[src/rtl/rpe_pkg.sv]
// ----------------------------------------------------------------------------
// rpe_pkg: shared types and constants for the RLS parameter estimator
// Command and status bundles between controller and datapath, step and phase
// codes, configuration register indexes and Q-format saturation.
// ----------------------------------------------------------------------------
package rpe_pkg;

    // Index fields in the command bundle cover up to 32 parameters
    localparam int IDX_W  = 5;
    localparam int NCNT_W = 6;

    // Configuration register indexes
    localparam logic [1:0] CFG_LAMBDA    = 2'd0;
    localparam logic [1:0] CFG_THRESHOLD = 2'd1;
    localparam logic [1:0] CFG_PINIT     = 2'd2;
    localparam logic [1:0] CFG_NPARAMS   = 2'd3;

    // Datapath step codes
    localparam logic [3:0] STEP_NONE    = 4'd0;
    localparam logic [3:0] STEP_RESTART = 4'd1;
    localparam logic [3:0] STEP_LOAD    = 4'd2;
    localparam logic [3:0] STEP_RD      = 4'd3;
    localparam logic [3:0] STEP_MUL     = 4'd4;
    localparam logic [3:0] STEP_ACC     = 4'd5;
    localparam logic [3:0] STEP_CHECK   = 4'd6;
    localparam logic [3:0] STEP_DIVGO   = 4'd7;
    localparam logic [3:0] STEP_DIVEND  = 4'd8;
    localparam logic [3:0] STEP_FIN     = 4'd9;

    // Update phases
    localparam logic [2:0] PH_PRED  = 3'd0;
    localparam logic [2:0] PH_PPHI  = 3'd1;
    localparam logic [2:0] PH_DEN   = 3'd2;
    localparam logic [2:0] PH_GAIN  = 3'd3;
    localparam logic [2:0] PH_ROW   = 3'd4;
    localparam logic [2:0] PH_THETA = 3'd5;
    localparam logic [2:0] PH_PUPD  = 3'd6;

    typedef struct packed {
        logic [3:0]       step;
        logic [2:0]       phase;
        logic [IDX_W-1:0] a;
        logic [IDX_W-1:0] b;
        logic             b_first;
        logic             b_last;
    } t_cmd;

    typedef struct packed {
        logic              singular;
        logic              div_done;
        logic [NCNT_W-1:0] n;
    } t_stat;

    // Saturate a wide signed value to 32 bits signed
    function automatic logic signed [31:0] sat32(input logic signed [63:0] v);
        logic signed [31:0] r;
        if (v > 64'sd2147483647) begin
            r = 32'sh7FFFFFFF;
        end else if (v < -64'sd2147483648) begin
            r = 32'sh80000000;
        end else begin
            r = v[31:0];
        end
        return r;
    endfunction

    // Magnitude of a 32-bit signed value as unsigned
    function automatic logic [31:0] mag32(input logic signed [31:0] v);
        logic [31:0] r;
        r = v[31] ? (32'd0 - v) : v;
        return r;
    endfunction

endpackage

[src/rtl/rpe_ctrl.sv]
// ----------------------------------------------------------------------------
// rpe_ctrl: update sequencer
// Walks the phases of one update (predict, P*phi, denominator, gains, row,
// theta, covariance) over element indexes and drives the readout.
// ----------------------------------------------------------------------------
module rpe_ctrl
    import rpe_pkg::*;
#(
    parameter int MAX_PARAMS = 8
) (
    input  logic  i_clk,
    input  logic  i_rst_n,
    input  logic  i_s_valid,
    input  logic  i_s_last,
    input  logic  i_s_restart,
    output logic  o_s_ready,
    input  logic  i_m_ready,
    output logic  o_m_valid,
    output logic  o_m_last,
    input  t_stat i_stat,
    output t_cmd  o_cmd
);

    localparam int IW = (MAX_PARAMS > 1) ? $clog2(MAX_PARAMS) : 1;
    localparam int CW = $clog2(MAX_PARAMS + 1);

    localparam logic [3:0] S_IDLE    = 4'd0;
    localparam logic [3:0] S_RD      = 4'd1;
    localparam logic [3:0] S_MUL     = 4'd2;
    localparam logic [3:0] S_ACC     = 4'd3;
    localparam logic [3:0] S_CHECK   = 4'd4;
    localparam logic [3:0] S_DIVGO   = 4'd5;
    localparam logic [3:0] S_DIVWAIT = 4'd6;
    localparam logic [3:0] S_DIVEND  = 4'd7;
    localparam logic [3:0] S_FIN     = 4'd8;
    localparam logic [3:0] S_OUT     = 4'd9;

    logic [3:0]    r_state, n_state;
    logic [2:0]    r_phase, n_phase;
    logic [IW-1:0] r_a, n_a;
    logic [IW-1:0] r_b, n_b;
    logic [CW-1:0] r_n, n_n;
    logic          b_last, a_last, multi_row, do_adv;
    logic [3:0]    step;

    assign b_last    = (CW'(r_b) + CW'(1)) == r_n;
    assign multi_row = (r_phase == PH_PPHI) || (r_phase == PH_ROW) || (r_phase == PH_PUPD);
    assign a_last    = !multi_row || ((CW'(r_a) + CW'(1)) == r_n);

    // Sequence states and step through element indexes
    always_comb begin
        n_state = r_state;
        n_phase = r_phase;
        n_a     = r_a;
        n_b     = r_b;
        n_n     = r_n;
        step    = STEP_NONE;
        do_adv  = 1'b0;
        unique case (r_state)
            S_IDLE: begin
                if (i_s_valid) begin
                    step = i_s_restart ? STEP_RESTART : STEP_LOAD;
                    if (!i_s_restart && i_s_last) begin
                        n_n     = i_stat.n[CW-1:0];
                        n_phase = PH_PRED;
                        n_a     = '0;
                        n_b     = '0;
                        n_state = S_RD;
                    end
                end
            end
            S_RD: begin
                step    = STEP_RD;
                n_state = S_MUL;
            end
            S_MUL: begin
                step    = STEP_MUL;
                n_state = S_ACC;
            end
            S_ACC: begin
                step = STEP_ACC;
                if (r_phase == PH_PUPD) begin
                    n_state = S_DIVGO;
                end else begin
                    do_adv = 1'b1;
                end
            end
            S_CHECK: begin
                step = STEP_CHECK;
                if (i_stat.singular) begin
                    n_state = S_FIN;
                end else begin
                    n_phase = PH_GAIN;
                    n_a     = '0;
                    n_b     = '0;
                    n_state = S_DIVGO;
                end
            end
            S_DIVGO: begin
                step    = STEP_DIVGO;
                n_state = S_DIVWAIT;
            end
            S_DIVWAIT: begin
                if (i_stat.div_done) begin
                    n_state = S_DIVEND;
                end
            end
            S_DIVEND: begin
                step   = STEP_DIVEND;
                do_adv = 1'b1;
            end
            S_FIN: begin
                step    = STEP_FIN;
                n_b     = '0;
                n_state = S_OUT;
            end
            S_OUT: begin
                if (i_m_ready) begin
                    if (b_last) begin
                        n_state = S_IDLE;
                    end else begin
                        n_b = r_b + IW'(1);
                    end
                end
            end
            default: begin
                n_state = S_IDLE;
            end
        endcase

        // Advance inner index, then outer index, then phase
        if (do_adv) begin
            n_state = (r_phase == PH_GAIN) ? S_DIVGO : S_RD;
            if (!b_last) begin
                n_b = r_b + IW'(1);
            end else begin
                n_b = '0;
                if (!a_last) begin
                    n_a = r_a + IW'(1);
                end else begin
                    n_a = '0;
                    unique case (r_phase)
                        PH_PRED:  n_phase = PH_PPHI;
                        PH_PPHI:  n_phase = PH_DEN;
                        PH_DEN:   n_state = S_CHECK;
                        PH_GAIN:  begin
                            n_phase = PH_ROW;
                            n_state = S_RD;
                        end
                        PH_ROW:   n_phase = PH_THETA;
                        PH_THETA: n_phase = PH_PUPD;
                        default:  n_state = S_FIN;
                    endcase
                end
            end
        end
    end

    always_ff @(posedge i_clk) begin
        if (!i_rst_n) begin
            r_state <= S_IDLE;
            r_phase <= PH_PRED;
            r_a     <= '0;
            r_b     <= '0;
            r_n     <= CW'(1);
        end else begin
            r_state <= n_state;
            r_phase <= n_phase;
            r_a     <= n_a;
            r_b     <= n_b;
            r_n     <= n_n;
        end
    end

    assign o_s_ready     = r_state == S_IDLE;
    assign o_m_valid     = r_state == S_OUT;
    assign o_m_last      = b_last;
    assign o_cmd.step    = step;
    assign o_cmd.phase   = r_phase;
    assign o_cmd.a       = IDX_W'(r_a);
    assign o_cmd.b       = IDX_W'(r_b);
    assign o_cmd.b_first = r_b == '0;
    assign o_cmd.b_last  = b_last;

endmodule

[config.mk]
export PLATFORM = sky130hd
export DESIGN_NAME = rpe_ctrl
export DESIGN_NICKNAME = d
export VERILOG_FILES = /design/src/rtl/rpe_pkg.sv /design/src/rtl/rpe_ctrl.sv
export SDC_FILE = /design/constraint.sdc
export NUM_CORES = 1
export LEC_CHECK = 0
export ABC_AREA = 1
export BUFFER_PORTS_ARGS = -buffer_cell sky130_fd_sc_hd__buf_2
export CAP_MARGIN = 30
export CORE_ASPECT_RATIO = 1.75
export CORE_UTILIZATION = 52
export CTS_CLUSTER_SIZE = 24
export DETAILED_ROUTE_END_ITERATION = 6
export PLACE_DENSITY = 0.79
export REMOVE_ABC_BUFFERS = 1
export SYNTH_ARGS = -nofsm -noshare
export SYNTH_HDL_FRONTEND = slang
export SYNTH_SLANG_ARGS = --single-unit
export TNS_END_PERCENT = 30
[constraint.sdc]
create_clock -name i_clk -period 2.1 [get_ports i_clk]
set_input_delay 0.42 -clock i_clk [delete_from_list [all_inputs] [get_ports i_clk]]
set_output_delay 0.42 -clock i_clk [all_outputs]
set_load 0.02 [all_outputs]
==> metrics.cfg <==
[status]
run_status=complete, no violations

[floorplan]
fp.dieW_microns=40.5
num_io_pins=36
fp.coreArea_sq_mm=0.00246
start_util=0.547
fp.dieArea_sq_mm=0.00280
num_rows=24
dieHeight_microns=69.3

[place]
io_buffers=29
gp_congestion=0.824
dp.final_hpwl_microns=2440
placed_instance_count=278

[setup_path]
worst_path_max_delay_cell=dfxtp_2
critical_path.endpoint_type=output port
arrival_ns=1.55
cp_data_required_time_ns=1.68
timing.setup.critical_path_class=reg -> out
timing.critical_path.from_type=register
worstPathMaxFanout=6
critical_path_max_stage_delay_ns=0.32
path_cells=buf_4, ha_1, inv_1, nand2_1, nand3_2, nand2_2, nand3_4, inv_1, buf_4

[drt]
viasPerCell=5.12
drt_drc_violations_left=0
route.final.wire_length_microns=3080
drt-pass1-iter-count=4
drt_first_iter_violations=30
detailroute.via_count=1448
wire_per_inst_microns=10.9
antenna_violating_nets_post_route=0

[logic_synthesis]
syn_inst=224
yosys.area.top_type=dfxtp_1
synth-edff-count=0
synthesis.area_sq_mm=0.00135
yosys_warnings=0
synth.distinct_cells=29
synthArstFlopShare=0
synthDominantCellAreaShare=0.253
portion_of_the_post_synthesis_area_used_by_sequential_elements=0.253
synthTopCellsByArea=dfxtp_1, nand2_1, nand3_1
syn_avg_cell_area_sq_um=6.01
synth_seq_cells=17
leading_register_cell_type_out_of_synthesis=dfxtp_1

[sta]
period_share=0.937
maximum_clock_rate_mhz=508
final_max_slew_viol_count=0
timing.final.setup_violations=0
hold_viol=0
timing.clock.skew_ns=0.00619
post-route-min-period_ns=1.97

[grt]
globalRouteOverflowTotal=0
largest_net_degree_at_the_start_of_global_routing=11
grt_antenna_before_repair=0
vias_in_the_first_global_route=1326
grt_use_total=0.258
grt_first_pass_wirelength_microns=5190

[cts]
clock_sinks=17
clk_tree_root_cell=clkbuf_8
cts_made_buffers=3
clkLatencyLatePin_ns=0.26
clock_tree.htree_level_count=1
clock_tree.buffer_depth=2
tritoncts=done
clk_pin_slew_ns=0.07

[final_layout]
multi_input_comb_area_sq_um=850
post_route_cells_drive_above_1_share=0.272
utilization=0.647
filler_cell_count=261
design.final.nets=275
seq_area_sq_um=343
post_layout_nonfiller_instances=283
area_growth_syn_to_layout_pct=18.3
antennaDiodeCount=0

[power_and_ir_drop]
p_clk_frac=0.142
combinationalPowerShare=0.614
p_int_uw=910
swShare=0.502
switchingPower_uw=919
power.ir.vdd_worst_mv=0.695
p_per_area_mw_per_mm2=1150
p_total_uw=1830
leakage_power_of_the_design_uw=0.000808
p_seq_frac=0.244

[run]
max_cap_violations=0

[min_path]
hold_path_class=in -> reg

logic make-up (layout without fill, tap and decap cells):
| family | after synthesis | in the layout | share of synthesized area |
|---|---|---|---|
| compound gates | 32 | 32 | 0.136 |
| fa+ha+maj | 3 | 3 | 0.0279 |
| other cells | 1 | 4 | 0.00279 |
| buf+inv | 45 | 75 | 0.141 |
| flops | 17 | 17 | 0.253 |
| simple gates | 126 | 126 | 0.440 |
per-layer routing:
| metal | routed length (microns) | up-vias | track usage |
|---|---|---|---|
| met5 | 0 | - | 0 |
| met4 | 104 | 0 | 0.159 |
| met2 | 1660 | 28 | 0.422 |
| met3 | 78 | 9 | 0.0513 |
| met1 | 1230 | 631 | 0.275 |
| li1 | - | 780 | - |
critical path: cells and delay by family, from the launching register on:
family	cells	cell delay (ns)
buffers and inverters	4	0.43
AND/OR/NAND/NOR	4	0.33
flip-flops	1	0.32
adder cells (fa/ha/maj)	1	0.21
final timing paths:
check	from	end	slack (ns)	cells past startpoint
max	r_b[0]	o_m_last	0.13	9
min	i_stat[0]	r_n[0]	0.38	3
max reg2reg	r_b[0]	r_phase[1]	0.39	11
min reg2reg	r_n[1]	r_n[1]	0.50	2
power groups by stage:
stage / Combinational (uW) / Clock [uW] / Sequential [uW]
floorplan: 781 / 0 / 469
finish: 1120 / 260 / 446
global placement: 1040 / 0 / 451
CTS: 1090 / 262 / 443
detailed placement: 1050 / 0 / 451
global route: 1270 / 284 / 457
flip-flops by register name (all words and copies together) (netlist names):
signal	cells
r_state	4
r_phase	3
r_a	3
r_n	4
r_b	3
cell type report:
class | instances | share of cell area
Clock buffer | 3 | 0.0259
Clock inverter | 1 | 0.00314
Inverter | 39 | 0.0935
Multi-Input combinational cell | 165 | 0.533
Sequential cell | 17 | 0.215
Tap cell | 26 | 0.0204
Timing Repair Buffer | 32 | 0.108
cells in the final DEF, fill, tap and decap left out, drive strengths merged:
master,instances
o2111ai,1
a31oi,1
nand2,64
clkinv,2
dfxtp,17
nand4,5
buf,32
nand3,26
clkbuf,3
conb,4
ha,3
nor3,2
o211ai,1
inv,38
o21ai,12
a21oi,17
nor2,29
timing repair:
| action | 4_1_cts | 5_1_grt |
|---|---|---|
| pin swaps | 1 | 1 |
| setup buffers | 1 | 0 |
| hold buffers | 0 | 0 |
| setup endpoints to repair | 2 | 2 |
| gates resized for setup | 1 | 6 |
Yosys cell counts (3+ instances only):
cell type and number:
inv_2 12, ha_1 3, buf_4 5, nor2_2 5, dfxtp_1 17, nand3_1 24, o21ai_0 6, nand4_1 5
inv_1 25, o21ai_1 5, a21oi_1 16, nand2_1 58, nor2_1 23, nand2_2 5
per-stage QoR:
step	area (sq um)	worst slack, ns	TNS (ns)	hold slack, ns
6_report	1590	0.132	0	0.380
4_1_cts	1570	0.0755	0	0.380
2_1_floorplan	1320	0.0578	0	0.460
5_1_grt	1590	-0.00827	-0.0120	0.416
3_3_place_gp	1510	0.274	0	0.493
3_5_place_dp	1510	0.242	0	0.491
No activity file was read; power rests on OpenSTA's default activity.
